==> config.mk <==
export PLATFORM = sky130hd
export DESIGN_NAME = cartridge_bank_mapper
export DESIGN_NICKNAME = d
export VERILOG_FILES = /design/src/sv/cbm_pkg.sv /design/src/sv/cartridge_bank_mapper.sv /design/src/sv/cbm_bank_regs.sv /design/src/sv/cbm_addr_decode.sv
export VERILOG_INCLUDE_DIRS = /design/src /design/src/sv
export SDC_FILE = /design/constraint.sdc
export NUM_CORES = 1
export LEC_CHECK = 0
export CAP_MARGIN = 20
export CORE_ASPECT_RATIO = 0.75
export CORE_MARGIN = 4
export CORE_UTILIZATION = 48
export CTS_CLUSTER_SIZE = 28
export DETAILED_ROUTE_END_ITERATION = 12
export DONT_BUFFER_PORTS = 1
export PLACE_DENSITY = 0.66
export SKIP_LAST_GASP = 1
export SLEW_MARGIN = 40
export SYNTH_ARGS = -nofsm -noshare
export SYNTH_HDL_FRONTEND = slang
export SYNTH_HIERARCHICAL = 1
export SYNTH_SLANG_ARGS = --single-unit
==> constraint.sdc <==
create_clock -name aclk -period 3 [get_ports aclk]
set_clock_uncertainty 0.05 [all_clocks]
set_input_delay 0.15 -clock aclk [delete_from_list [all_inputs] [get_ports aclk]]
set_output_delay 0.15 -clock aclk [all_outputs]
set_load 0.05 [all_outputs]
==> src/sv/cartridge_bank_mapper_assert.svh <==
// assertion macros for the cartridge bank mapper
`ifndef CARTRIDGE_BANK_MAPPER_ASSERT_SVH
`define CARTRIDGE_BANK_MAPPER_ASSERT_SVH

`ifndef SYNTHESIS

`define CBM_ASSERT_RST(label, clk, rstn, prop) \
    label: assert property (@(posedge clk) disable iff (!rstn) prop) \
        else $error("cbm assertion failed");

`define CBM_ASSERT(label, clk, prop) \
    label: assert property (@(posedge clk) prop) \
        else $error("cbm assertion failed");

`else

`define CBM_ASSERT_RST(label, clk, rstn, prop)

`define CBM_ASSERT(label, clk, prop)

`endif

`endif

==> src/sv/cbm_pkg.sv <==
package cbm_pkg;

    localparam int ROM_BANK_BITS_DEF = 7;
    localparam int PHYS_W            = 21;

    // result targets
    localparam logic [2:0] TGT_NONE    = 3'd0;
    localparam logic [2:0] TGT_ROM     = 3'd1;
    localparam logic [2:0] TGT_RAM     = 3'd2;
    localparam logic [2:0] TGT_MAIN    = 3'd3;
    localparam logic [2:0] TGT_SPECIAL = 3'd4;

    // controller kinds
    localparam logic [1:0] MAPPER_NONE = 2'd0;
    localparam logic [1:0] MAPPER_MBC1 = 2'd1;
    localparam logic [1:0] MAPPER_MBC2 = 2'd2;

    // access kinds
    localparam logic OP_READ  = 1'b0;
    localparam logic OP_WRITE = 1'b1;

    // control write regions, address bits 14:13
    localparam logic [1:0] REG_RAM_EN  = 2'd0;
    localparam logic [1:0] REG_ROM_LO  = 2'd1;
    localparam logic [1:0] REG_ROM_HI  = 2'd2;
    localparam logic [1:0] REG_MODE    = 2'd3;

    localparam logic [3:0] RAM_EN_KEY  = 4'hA;
    localparam logic [7:0] ROM_LO_MASK = 8'd31;
    localparam logic [7:0] ROM_HI_MASK = 8'd224;

    localparam logic [15:0] ADDR_ROM_LO   = 16'h4000;
    localparam logic [15:0] ADDR_VRAM     = 16'h8000;
    localparam logic [15:0] ADDR_RAM_LO   = 16'hA000;
    localparam logic [15:0] ADDR_WRAM     = 16'hC000;
    localparam logic [15:0] ADDR_ECHO_LO  = 16'hE000;
    localparam logic [15:0] ADDR_ECHO_HI  = 16'hFE00;
    localparam logic [15:0] ADDR_RSVD_LO  = 16'hFEA0;
    localparam logic [15:0] ADDR_RSVD_HI  = 16'hFEFF;
    localparam logic [15:0] ADDR_DIV      = 16'hFF04;
    localparam logic [15:0] ADDR_TAC      = 16'hFF07;
    localparam logic [15:0] ADDR_LY       = 16'hFF44;
    localparam logic [15:0] ADDR_DMA      = 16'hFF46;

    typedef struct packed {
        logic        valid;
        logic [15:0] address;
        logic [7:0]  data;
    } ctrl_wr_t;

    typedef struct packed {
        logic [1:0] ram_bank;
        logic       ram_enabled;
    } ram_stat_t;

endpackage

==> src/sv/cartridge_bank_mapper.sv <==
// channel   dir  tdata                                tuser
// s_        in   [15:0] address, [23:16] write_data   [0] operation
// m_        out  [20:0] physical_address, pad zero    [2:0] target, [3] mirror_write
// cfg_      in   cfg_data[1:0] mapper_kind            -
//
// one access per cycle sustained while m_tready is high; m_tvalid rises after the s_ transfer passes the
// input register, then decode and bank update, then the result register
// bank state moves when an access leaves the input register, so the next access sees it
// m_tready low stalls the result register; one more access still fills the input register
// aresetn is synchronous: bank 1, ram bank 0, ram disabled, rom banking mode, no controller
module cartridge_bank_mapper #(
    parameter int ROM_BANK_BITS = cbm_pkg::ROM_BANK_BITS_DEF
) (
    input  logic        aclk,
    input  logic        aresetn,

    input  logic        s_tvalid,
    output logic        s_tready,
    input  logic [23:0] s_tdata,   // address, write_data
    input  logic [0:0]  s_tuser,   // operation

    output logic        m_tvalid,
    input  logic        m_tready,
    output logic [23:0] m_tdata,   // physical_address, zero pad
    output logic [3:0]  m_tuser,   // target, mirror_write

    input  logic        cfg_valid,
    output logic        cfg_ready,
    input  logic [1:0]  cfg_data
);

    logic                        in_valid_reg;
    logic                        in_op_reg;
    logic [15:0]                 in_addr_reg;
    logic [7:0]                  in_data_reg;

    logic                        out_valid_reg;
    logic [2:0]                  out_target_reg;
    logic [cbm_pkg::PHYS_W-1:0]  out_phys_reg;
    logic                        out_mirror_reg;

    logic [1:0]                  mapper_kind_reg;

    logic                        advance;
    cbm_pkg::ctrl_wr_t           ctrl_wr;
    cbm_pkg::ram_stat_t          ram_stat;
    logic [ROM_BANK_BITS-1:0]    rom_bank;
    logic [2:0]                  dec_target;
    logic [cbm_pkg::PHYS_W-1:0]  dec_phys;
    logic                        dec_mirror;

    assign advance   = !out_valid_reg || m_tready;
    assign s_tready  = !in_valid_reg || advance;
    assign cfg_ready = 1'b1;

    always_ff @(posedge aclk) begin
        if (!aresetn) begin
            in_valid_reg    <= 1'b0;
            out_valid_reg   <= 1'b0;
            mapper_kind_reg <= cbm_pkg::MAPPER_NONE;
        end else begin
            if (s_tready) begin
                in_valid_reg <= s_tvalid;
            end
            if (advance) begin
                out_valid_reg <= in_valid_reg;
            end
            if (cfg_valid && cfg_ready) begin
                mapper_kind_reg <= cfg_data;
            end
        end
    end

    always_ff @(posedge aclk) begin
        if (s_tvalid && s_tready) begin
            in_op_reg   <= s_tuser[0];
            in_addr_reg <= s_tdata[15:0];
            in_data_reg <= s_tdata[23:16];
        end
        if (advance && in_valid_reg) begin
            out_target_reg <= dec_target;
            out_phys_reg   <= dec_phys;
            out_mirror_reg <= dec_mirror;
        end
    end

    // bank registers change only when the control write moves on
    assign ctrl_wr.valid   = advance && in_valid_reg && (in_op_reg == cbm_pkg::OP_WRITE)
                          && (in_addr_reg < cbm_pkg::ADDR_VRAM);
    assign ctrl_wr.address = in_addr_reg;
    assign ctrl_wr.data    = in_data_reg;

    cbm_bank_regs #(
        .ROM_BANK_BITS (ROM_BANK_BITS)
    ) u_bank_regs (
        .aclk        (aclk),
        .aresetn     (aresetn),
        .mapper_kind (mapper_kind_reg),
        .ctrl_wr     (ctrl_wr),
        .rom_bank    (rom_bank),
        .ram_stat    (ram_stat)
    );

    cbm_addr_decode #(
        .ROM_BANK_BITS (ROM_BANK_BITS)
    ) u_addr_decode (
        .operation        (in_op_reg),
        .address          (in_addr_reg),
        .rom_bank         (rom_bank),
        .ram_stat         (ram_stat),
        .target           (dec_target),
        .physical_address (dec_phys),
        .mirror_write     (dec_mirror)
    );

    assign m_tvalid = out_valid_reg;
    assign m_tdata  = 24'(out_phys_reg);
    assign m_tuser  = {out_mirror_reg, out_target_reg};

`include "cartridge_bank_mapper_assert.svh"

    `CBM_ASSERT_RST(a_empty_stage_ready, aclk, aresetn, !in_valid_reg |-> s_tready)
    `CBM_ASSERT_RST(a_none_zero_addr, aclk, aresetn, out_valid_reg && out_target_reg == cbm_pkg::TGT_NONE |-> out_phys_reg == '0)
    `CBM_ASSERT_RST(a_mirror_main, aclk, aresetn, out_valid_reg && out_mirror_reg |-> out_target_reg == cbm_pkg::TGT_MAIN)

endmodule

==> src/sv/cbm_bank_regs.sv <==
module cbm_bank_regs #(
    parameter int ROM_BANK_BITS = cbm_pkg::ROM_BANK_BITS_DEF
) (
    input  logic                     aclk,
    input  logic                     aresetn,
    input  logic [1:0]               mapper_kind,
    input  cbm_pkg::ctrl_wr_t        ctrl_wr,
    output logic [ROM_BANK_BITS-1:0] rom_bank,
    output cbm_pkg::ram_stat_t       ram_stat
);

    logic [ROM_BANK_BITS-1:0] rom_bank_reg, rom_bank_next;
    logic [1:0]               ram_bank_reg, ram_bank_next;
    logic                     ram_enabled_reg, ram_enabled_next;
    logic                     rom_mode_reg, rom_mode_next;

    logic                     mbc1, mbc2;
    logic                     rom_set;
    logic [7:0]               rom_ext;
    logic [7:0]               rom_cand;
    logic [ROM_BANK_BITS-1:0] rom_trunc;
    logic [3:0]               nibble;

    assign mbc1    = (mapper_kind == cbm_pkg::MAPPER_MBC1);
    assign mbc2    = (mapper_kind == cbm_pkg::MAPPER_MBC2);
    assign rom_ext = 8'(rom_bank_reg);
    assign nibble  = ctrl_wr.data[3:0];

    always_comb begin
        ram_bank_next    = ram_bank_reg;
        ram_enabled_next = ram_enabled_reg;
        rom_mode_next    = rom_mode_reg;
        rom_set          = 1'b0;
        rom_cand         = rom_ext;
        if (ctrl_wr.valid) begin
            unique case (ctrl_wr.address[14:13])
                cbm_pkg::REG_RAM_EN: begin
                    if ((mbc1 || mbc2) && !(mbc2 && ctrl_wr.address[4])) begin
                        if (nibble == cbm_pkg::RAM_EN_KEY) begin
                            ram_enabled_next = 1'b1;
                        end else if (nibble == 4'd0) begin
                            ram_enabled_next = 1'b0;
                        end
                    end
                end
                cbm_pkg::REG_ROM_LO: begin
                    if (mbc2) begin
                        rom_set  = 1'b1;
                        rom_cand = {4'd0, ctrl_wr.data[3:0]};
                    end else if (mbc1) begin
                        rom_set  = 1'b1;
                        rom_cand = (rom_ext & cbm_pkg::ROM_HI_MASK)
                                 | (ctrl_wr.data & cbm_pkg::ROM_LO_MASK);
                    end
                end
                cbm_pkg::REG_ROM_HI: begin
                    if (mbc1) begin
                        if (rom_mode_reg) begin
                            rom_set  = 1'b1;
                            // bit 7 is cleared; bits 6:5 take write data bits 1:0
                            rom_cand = {1'b0, ctrl_wr.data[1:0], rom_ext[4:0]};
                        end else begin
                            ram_bank_next = ctrl_wr.data[1:0];
                        end
                    end
                end
                cbm_pkg::REG_MODE: begin
                    if (mbc1) begin
                        rom_mode_next = !ctrl_wr.data[0];
                        if (!ctrl_wr.data[0]) begin
                            ram_bank_next = 2'd0;
                        end
                    end
                end
                default: begin
                end
            endcase
        end
    end

    // bank zero maps to bank one after truncation
    assign rom_trunc     = rom_cand[ROM_BANK_BITS-1:0];
    assign rom_bank_next = !rom_set ? rom_bank_reg :
                           (rom_trunc == '0) ? ROM_BANK_BITS'(1) : rom_trunc;

    always_ff @(posedge aclk) begin
        if (!aresetn) begin
            rom_bank_reg    <= ROM_BANK_BITS'(1);
            ram_bank_reg    <= 2'd0;
            ram_enabled_reg <= 1'b0;
            rom_mode_reg    <= 1'b1;
        end else begin
            rom_bank_reg    <= rom_bank_next;
            ram_bank_reg    <= ram_bank_next;
            ram_enabled_reg <= ram_enabled_next;
            rom_mode_reg    <= rom_mode_next;
        end
    end

    assign rom_bank             = rom_bank_reg;
    assign ram_stat.ram_bank    = ram_bank_reg;
    assign ram_stat.ram_enabled = ram_enabled_reg;

`include "cartridge_bank_mapper_assert.svh"

    `CBM_ASSERT_RST(a_rom_bank_nonzero, aclk, aresetn, rom_bank_reg != '0)
    `CBM_ASSERT_RST(a_rom_mode_ram_bank0, aclk, aresetn, rom_mode_reg |-> ram_bank_reg == 2'd0)
    `CBM_ASSERT_RST(a_bank_hold, aclk, aresetn, !ctrl_wr.valid |=> $stable(rom_bank_reg) && $stable(ram_bank_reg))

endmodule

==> src/sv/cbm_addr_decode.sv <==
module cbm_addr_decode #(
    parameter int ROM_BANK_BITS = cbm_pkg::ROM_BANK_BITS_DEF
) (
    input  logic                          operation,
    input  logic [15:0]                   address,
    input  logic [ROM_BANK_BITS-1:0]      rom_bank,
    input  cbm_pkg::ram_stat_t            ram_stat,
    output logic [2:0]                    target,
    output logic [cbm_pkg::PHYS_W-1:0]    physical_address,
    output logic                          mirror_write
);

    localparam int ROM_W = ROM_BANK_BITS + 14;

    logic [ROM_W-1:0]               rom_full;
    logic [21:0]                    rom_wide;
    logic [cbm_pkg::PHYS_W-1:0]     rom_phys;
    logic [cbm_pkg::PHYS_W-1:0]     ram_phys;
    logic [cbm_pkg::PHYS_W-1:0]     bus_phys;
    logic                           in_rom, in_ram, in_echo, in_rsvd, is_special;

    assign rom_full = {rom_bank, address[13:0]};
    assign rom_wide = 22'(rom_full);
    assign rom_phys = rom_wide[cbm_pkg::PHYS_W-1:0];
    assign ram_phys = cbm_pkg::PHYS_W'({ram_stat.ram_bank, address[12:0]});
    assign bus_phys = cbm_pkg::PHYS_W'(address);

    assign in_rom     = (address >= cbm_pkg::ADDR_ROM_LO) && (address < cbm_pkg::ADDR_VRAM);
    assign in_ram     = (address >= cbm_pkg::ADDR_RAM_LO) && (address < cbm_pkg::ADDR_WRAM);
    assign in_echo    = (address >= cbm_pkg::ADDR_ECHO_LO) && (address < cbm_pkg::ADDR_ECHO_HI);
    assign in_rsvd    = (address >= cbm_pkg::ADDR_RSVD_LO) && (address < cbm_pkg::ADDR_RSVD_HI);
    assign is_special = (address == cbm_pkg::ADDR_DIV) || (address == cbm_pkg::ADDR_TAC)
                     || (address == cbm_pkg::ADDR_LY) || (address == cbm_pkg::ADDR_DMA);

    always_comb begin
        target           = cbm_pkg::TGT_MAIN;
        physical_address = bus_phys;
        mirror_write     = 1'b0;
        if (operation == cbm_pkg::OP_READ) begin
            priority if (in_rom) begin
                target           = cbm_pkg::TGT_ROM;
                physical_address = rom_phys;
            end else if (in_ram) begin
                target           = cbm_pkg::TGT_RAM;
                physical_address = ram_phys;
            end else begin
            end
        end else begin
            priority if (address < cbm_pkg::ADDR_VRAM) begin
                // control write, handled by the bank registers
                target           = cbm_pkg::TGT_NONE;
                physical_address = '0;
            end else if (in_ram) begin
                if (ram_stat.ram_enabled) begin
                    target           = cbm_pkg::TGT_RAM;
                    physical_address = ram_phys;
                end else begin
                    target           = cbm_pkg::TGT_NONE;
                    physical_address = '0;
                end
            end else if (in_echo) begin
                mirror_write = 1'b1;
            end else if (in_rsvd) begin
                target           = cbm_pkg::TGT_NONE;
                physical_address = '0;
            end else if (is_special) begin
                target = cbm_pkg::TGT_SPECIAL;
            end else begin
            end
        end
    end

endmodule
==> impl_results.md, run 1 <==
- Final number of setup-violating endpoints: 0
- H-Tree Depth: 3
- Pin count of the biggest net entering global routing: 26
- DR iter-0 viols: 103
- Total routed wirelength: 5.82 mm
- Fmax: 0.431 GHz
- P per Cell Area: approximately 580 nW/um^2
- Sink Count: 62
- Status: finished clean
- Starting Density: 49.7%
- Required time of the critical path: 3.17 ns
- Hold Vio Cnt, Final: 0
- Placer Congestion: 0.894
- Period utilization: 77.4%
- Detailed-route via count: 1911
- Hold WC Path Type: in2reg
- DR WL/cell: 16.6 um
- DRC: 0
- Die area: 7350 um^2
- Rel. slew slack: 65.6%
- Setup TNS: 0 ns
- Pre-antenna DRT Iters: 4
- Remaining Overflow, GRT: 0
- Die Span X: 97.7 um
- Post-DRT Antenna Nets: 0
- Largest register FFs: 21
- WS Path Type: reg2reg
- CP Launch Type: register
- Layout cells sized above 1: 15.1%
- CTS buffer count: 9
- Vias in the first global route: 1760
- Worst-Margin Slew: 0.516 ns
- Max IR drop VDD: 0.414 mV
- Clk root buf: clkbuf_8
- Global-route wire length before repair: 9.11 mm
- Fin nets: 306
- Post-Syn Instances: 233
- RSZ-0062 raised after global routing: no
- Setup Fix Bufs, Post-CTS: 0
- Post_cts resized: 0
- Period minus WS final: 2.32 ns
- Max_cap viols: 0
- Diodes inserted: 0
- Top Ports: 63
- Worst skew pair latency: 0.34 ns
- Clk slew on worst S/H paths: 0.07 ns
- CTS tree: built
- CTS Buffer Depth: 2
- Tot GR Track Use: 16.3%
- Syn Area/Cell: 12.4 um^2
- Leak: 0.00123 uW
- Slew Viols, Final: 0
- Via-to-Cell Ratio: 5.46
- CP Data Arrival Time: approximately 2.5 ns
- WHS Path Cells: 1
- Worst setup EP type: register
- R2r worst-path depth: 7
- Area grow syn2layout: 19.5%
- Post-detail-place hpwl: 3.94 mm
- Initial antenna violation count: 0
- CP Max Fanout: 9
- Syn. warnings: 6
- Die Span Y: between 70 and 80 um
- CORE AREA: 5830 um^2
- FP Rows: 24
- Port bufs: 0
- Final Core Density: 59.4%
- Syn Std Cell Area: 2900 um^2
- Final Power: 2010 uW
-- cell type report --
type,count,area (um^2)
clock buffer,9,124
tap,78,97.6
sequential,62,1710
timing repair buffer,35,335
inverter,12,45.0
clock inverter,7,98.8
fill,482,2370
multi-input combinational,147,1050
-- metrics by stage --
step | std cells | instance area (um^2) | worst slack (ns) | hold slack, ns
final | 350 | 3460 | 0.677 | 0.127
after global routing | 350 | 3460 | 0.563 | 0.110
after CTS | 350 | 3460 | 0.675 | 0.103
after detailed placement | 305 | 2950 | 0.675 | 0.199
after global placement | 305 | 2950 | 0.728 | 0.195
after floorplan | 235 | 2900 | 0.168 | 0.189
-- layer usage --
metal / vias to the layer above / GRT usage, % / wire length [um]
met5: - / 0 / 0
met1: 895 / 22.9 / 2890
met4: 0 / 6.45 / 63
met2: 74 / 23.1 / 2490
li1: 934 / - / -
met3: 8 / 6.11 / 370
-- power by group --
part	internal, uW	switching [uW]	leakage [uW]
clock	469	331	0.000109
sequential	969	87.6	0.000574
combinational	68.2	83.5	0.000546
-- worst max-delay path, stage by stage (launching register included) --
cell      delay [ns]
dfxtp_1         0.48
nor2b_4         0.24
nor4bb_2        0.27
buf_4           0.21
nand2_4         0.08
or4_4           0.51
a221oi_1        0.26
o21ai_1         0.10
-- timing repair --
item	4_1_cts	5_1_grt
setup endpoints to repair	0	0
endpoints found under the hold margin	30	0
hold buffers	29	0
-- final timing paths --
kind,start,endpoint,slack [ns]
min reg2reg,u_bank_regs/rom_bank[5],u_bank_regs/rom_bank[5],0.44
min,s_tvalid,in_data_reg[3],0.13
max,m_tvalid,u_bank_regs/rom_bank[0],0.68
max reg2reg,m_tvalid,u_bank_regs/rom_bank[0],0.68
-- cells in the final DEF, fill, tap and decap left out, types with 3 or more instances in the layout --
master,instances
buf_4,6
a21oi_1,9
nand2b_1,5
nor2_1,13
nor3_1,3
nand2_1,9
clkinv_4,3
inv_1,11
a21boi_2,11
nor2b_1,6
edfxtp_1,47
o21ai_0,10
a211oi_1,3
dfxtp_1,15
dlygate4sd3_1,29
and2_1,7
clkbuf_8,9
a22oi_1,4
ha_1,7
conb_1,4
a21boi_0,4
nand3_1,7
No activity file was read; power rests on OpenSTA's default activity.
==> run 2: changes to the inputs <==
Clock period 3 ns to 2.1 ns, I/O delays scaled along.
==> run 2 against run 1 <==
Against the previous run:
- total power increased by 42%
- wire length increased by 1.2%
- cell area increased by 1.8%
- worst hold slack got worse by 0.044 ns
- via count increased by 3.4%
- die area unchanged
- combinational power increased by 57%
- critical path depth unchanged
- sequential share of layout area decreased by 0.86 points
- clock power increased by 39%
- utilization increased by 1.1 points
- clock-buffer cell count increased by 2
==> impl_results.md, run 2 (synthesis results as in run 1) <==
- R2r worst-path depth: 7
- Detailed-route via count: 1976
- Clk slew on worst S/H paths: around 0.06 ns
- Global-route wire length before repair: between 9 and 10 mm
- Post-detail-place hpwl: 3.97 mm
- Clk root buf: clkbuf_8
- Required time of the critical path: about 2.3 ns
- Diodes inserted: 0
- Port bufs: 0
- Combinational fraction of design power: 8.4%
- Die area: 7350 um^2
- Int Pwr: around 2200 uW
- Placer Congestion: 0.834
- Slew Viols, Final: 0
- Max_cap viols: 0
- Via-to-Cell Ratio: 5.52
- Sw Ratio: 24.3%
- Layout cells sized above 1: 17.5%
- Worst path cell trace: nor2b_4, nor4bb_2, buf_4, nand2_4, o31a_1, or4_1, o21ai_1
- Largest register FFs: 21
- Final number of setup-violating endpoints: 0
- Pin count of the biggest net entering global routing: 26
- CTS Buffer Depth: 2
- Tot GR Track Use: about 17%
- WHS Path Cells: 1
- CP Data Arrival Time: ~2.3 ns
- Top Ports: 63
- Pre-antenna DRT Iters: 5
- CP Max Fanout: 6
- Die Span X: 97.7 um
- Cell family with most CP delay: simple AND/OR/NAND/NOR gates
- Remaining Overflow, GRT: 0
- Setup TNS: 0 ns
- Slowest CP cell: or4_1
- Fmax: 0.493 GHz
- Buf/Inv on CP: 1
- WS Path Type: reg2reg
- Clock Power Share: between 30% and 40%
- Commonest non-fill, non-tap cell in the layout: edfxtp_1
- DRC: 0
- Post-DRT Antenna Nets: 0
- Worst setup EP type: register
- Total routed wirelength: 5.89 mm
- P per Cell Area: approximately 800 nW/um^2
- Worst skew pair latency: 0.34 ns
- FP Rows: 24
- Max IR drop VDD: 0.610 mV
- Vias in the first global route: roughly 1800
- NetSw: 693 uW
- Hold Vio Cnt, Final: 0
- DR iter-0 viols: 122
- CORE AREA: 5830 um^2
- Critical Path Max Stage Delay: between 0.5 and 0.6 ns
- Period utilization: 96.5%
- Area grow syn2layout: 21.7%
- CP Launch Type: register
- Sink Count: between 60 and 70
- Period minus WS final: about 2.0 ns
- Fin nets: roughly 310
- Most frequent cells in the layout: edfxtp_1, dlygate4sd3_1, dfxtp_1
- Placed cell area: 3010 um^2
- Post-route insts no fill: between 300 and 400
- Leak: 0.00127 uW
- Die Span Y: 75.3 um
- Design Area, Final: roughly 3500 um^2
- H-Tree Depth: 3
- CTS tree: built
- Hold WC Path Type: in2reg
- Status: finished clean
- Initial antenna violation count: 0
- Worst path depth: 7
- Sequential power share: 52.7%
- Placed insts: 311
- DR WL/cell: 16.4 um
- CTS buffer count: 9
- Starting Density: between 40% and 50%
[run 2: cell types whose count changed in the layout (fill, tap and decap cells not counted)]
cell        change
buf_4           +7
clkinvlp_4      -1
clkinv_4        -3
buf_12          +1
clkbuf_1        +2
dfxtp_1         -1
clkinv_2        +2
a221oi_2        +1
a221oi_1        -1
dfxtp_2         +1
[run 2: final cells by class]
cell class	count	area [um^2]
Fill cell	472	2300
Sequential cell	62	1710
Multi-Input combinational cell	147	1050
Timing Repair Buffer	43	408
Clock buffer	11	131
Tap cell	78	97.6
Clock inverter	5	75.1
Inverter	12	45.0
[run 2: worst paths after layout]
| kind | from | end | slack (ns) |
|---|---|---|---|
| max | m_tvalid | u_bank_regs/rom_bank[0] | 0.07 |
| min | s_tvalid | in_data_reg[4] | 0.08 |
| min reg2reg | u_bank_regs/ram_bank_reg[0] | u_bank_regs/ram_bank_reg[0] | 0.44 |
| max reg2reg | m_tvalid | u_bank_regs/rom_bank[0] | 0.07 |
[run 2: power by group through the flow]
stage          Sequential (uW)  Combinational [uW]  Clock [uW]
2_1_floorplan             1520                 153           0
3_3_place_gp              1530                 186           0
3_5_place_dp              1530                 189           0
4_1_cts                   1500                 236        1140
5_1_grt                   1510                 263        1200
6_report                  1500                 239        1110
[run 2: routing by layer]
layer  up-vias  GRT usage (%)  routed length [um]
met2        88           24.4                2630
met4         0           6.91                  79
met3        10           7.22                 472
li1        947              -                   -
met1       931           23.4                2710
met5         -              0                   0
[run 2: worst register-to-register path, delay by kind of cell (launching register included)]
| family | cells | cell delay [ns] |
|---|---|---|
| simple gates | 4 | 0.99 |
| flops | 1 | 0.32 |
| buf+inv | 1 | 0.19 |
| compound gates | 2 | 0.41 |
[run 2: through the flow]
step                total power, uW  worst slack (ns)  utilization (%)  hold slack (ns)
finish                         2850            0.0729             60.5           0.0834
global route                   2970          -0.00553             60.5           0.0644
CTS                            2880            0.0609             60.1           0.0601
detailed placement             1720            0.0755             51.6            0.154
global placement               1710            0.0951             51.6            0.151
floorplan                      1670            0.0442                -            0.144
[run 2: timing repair]
action                                  in CTS  in global routing
hold buffers                                29                  0
buffers inserted                             0                  2
endpoints found under the hold margin       36                  0
gates resized for setup                      0                  1
endpoints found under the setup margin       0                  1
==> run 3: changes to the inputs <==
Settings changed: PLACE_DENSITY 0.66 to 0.67.
==> run 3 against run 2 <==
Against the previous run:
- worst setup slack better by 0.032 ns
- worst hold slack worse by 0.021 ns
- first-iteration DRC count down 34%
- wire length about the same
- non-clock buffer count unchanged
- flip-flop and latch count unchanged
- largest cell class unchanged
- sequential power about the same
- total power down 2.6%
==> impl_results.md, run 3 (synthesis results as in run 1) <==
- Die area: 7350 um^2
- Detailed-route via count: 1923
- WHS Path Cells: 3
- Final Power: 2770 uW
- Post-route insts no fill: 358
- CP Max Fanout: 6
- Starting Density: 49.7%
- Worst-Margin Slew: 0.508 ns
- P per Cell Area: ~790 nW/um^2
- CTS buffer count: 9
- DR WL/cell: 16.5 um
- Commonest non-fill, non-tap cell in the layout: edfxtp_1
- Clk root buf: clkbuf_8
- Min Hold Slack: 0.0628 ns
- Diodes inserted: 0
- Total routed wirelength: 5.89 mm
- Sw Ratio: 26.4%
- Tot GR Track Use: ~17%
- DR iter-0 viols: 81
- Worst Hold Endpoint: m_tvalid
- Sink Count: 62
- Required time of the critical path: approximately 2.3 ns
- Post-DRT Antenna Nets: 0
- Final number of setup-violating endpoints: 0
- FP Rows: 24
- NetSw: 734 uW
- Rel. slew slack: 66.0%
- Max IR drop VDD: 0.571 mV
- Slew Viols, Final: 0
- Placed insts: roughly 310
- RR Startpoint: m_tvalid
- Vias in the first global route: 1745
- Pre-antenna DRT Iters: 4
- CP Data Arrival Time: 2.17 ns
- Status: finished clean
- Post-detail-place hpwl: 3.93 mm
- WS Path Type: reg2reg
- Pin count of the biggest net entering global routing: 26
- Critical path origin: m_tvalid
- Hold Startpoint: m_tready
- CORE AREA: 5830 um^2
- Largest register FFs: 21
- Sequential power share: 54.0%
- CP Launch Type: register
- Int Pwr: around 2000 uW
- Top Ports: 63
- Worst reg2reg setup slack: 0.10 ns
- Period utilization: a little over nine tenths
- Die Span X: 97.7 um
- Port bufs: 0
- Worst skew pair latency: 0.35 ns
- Remaining Overflow, GRT: 0
- CTS Buffer Depth: 2
- Initial antenna violation count: 0
- DRC: 0
- Area grow syn2layout: 21.0%
- Fin nets: ~310
- Clock Power Share: 37.4%
- Layout fillers: 483
- Fmax: 0.501 GHz
- Layout cells sized above 1: 19.6%
- Combinational fraction of design power: 8.6%
- Leak: 0.00126 uW
- Hold Vio Cnt, Final: 0
- Die Span Y: 75.3 um
- Clk slew on worst S/H paths: ~0.070 ns
- CTS tree: built
- Via-to-Cell Ratio: approximately 5.4
- Worst setup EP type: register
- Max_cap viols: 0
- R2r worst-path depth: 7
- Terminus of the critical flop-to-flop path: u_bank_regs/rom_bank[0]
- Global-route wire length before repair: 9.17 mm
- H-Tree Depth: 3
- Period minus WS final: roughly 2 ns
- RSZ-0062 raised after global routing: yes
- Final Core Density: 60.1%
- Most frequent cells in the layout: edfxtp_1, dlygate4sd3_1, buf_4
- Placer Congestion: 0.839
- Hold WC Path Type: in2reg
## run 3: cell types whose count changed in the layout (fill, tap and decap cells not counted), sizes merged
cell,delta
buf,+1
dlygate4sd3,-1
bufinv,-1
clkinv,+1
clkbuf,-2
inv,+1
clkinvlp,+1
## run 3: how the worst max path moves through the flow
stage | end | slack (ns)
floorplan | u_bank_regs/rom_bank[0] | 0.04
global placement | u_bank_regs/rom_bank[0] | 0.09
detailed placement | u_bank_regs/rom_bank[0] | 0.07
CTS | u_bank_regs/rom_bank[0] | 0.06
global route | u_bank_regs/rom_bank[0] | -0.01
finish | u_bank_regs/rom_bank[0] | 0.10
## run 3: repair_timing
item,4_1_cts,5_1_grt
hold endpoints to repair,36,0
endpoints found under the setup margin,0,2
gates resized for setup,0,4
hold buffers,28,0
buffers inserted,0,3
## run 3: stage by stage
| step | area (um^2) | setup TNS [ns] | setup slack (ns) |
|---|---|---|---|
| 4_1_cts | 3470 | 0 | 0.0576 |
| 3_5_place_dp | 2990 | 0 | 0.0666 |
| 3_3_place_gp | 2990 | 0 | 0.0913 |
| 5_1_grt | 3500 | -0.0107 | -0.0107 |
| 2_1_floorplan | 2910 | 0 | 0.0442 |
| 6_report | 3500 | 0 | 0.105 |
## run 3: critical path, cell delays in order, from the launching register on
cell and delay (ns):
dfxtp_2 0.32, nor2b_4 0.12, nor4bb_2 0.26, buf_4 0.18, nand2_4 0.07, or4_4 0.51
a221oi_1 0.26, o21ai_1 0.10
## run 3: layout make-up
cell class	instances	area (um^2)	area share [%]
clock buffers	9	124	3.54
clock inverters	7	73.8	2.11
inverters	12	45.0	1.29
multi-input cells	147	1050	30.1
flip-flops and latches	62	1710	48.9
well taps	78	97.6	2.79
repair buffers	43	393	11.2
## run 3: power by group through the flow
stage	combinational (uW)	clock (uW)	sequential [uW]
6_report	238	1040	1500
5_1_grt	261	1130	1510
4_1_cts	234	1080	1500
3_5_place_dp	190	0	1530
3_3_place_gp	188	0	1530
2_1_floorplan	153	0	1520
## run 3: per-layer routing
layer  GRT usage (%)  share of wire, %  vias up
li1                -                 -      948
met1            22.6                49      898
met2            23.4                43       70
met3            7.69               6.8        7
met4            6.91               1.3        0
met5               0                 0        -
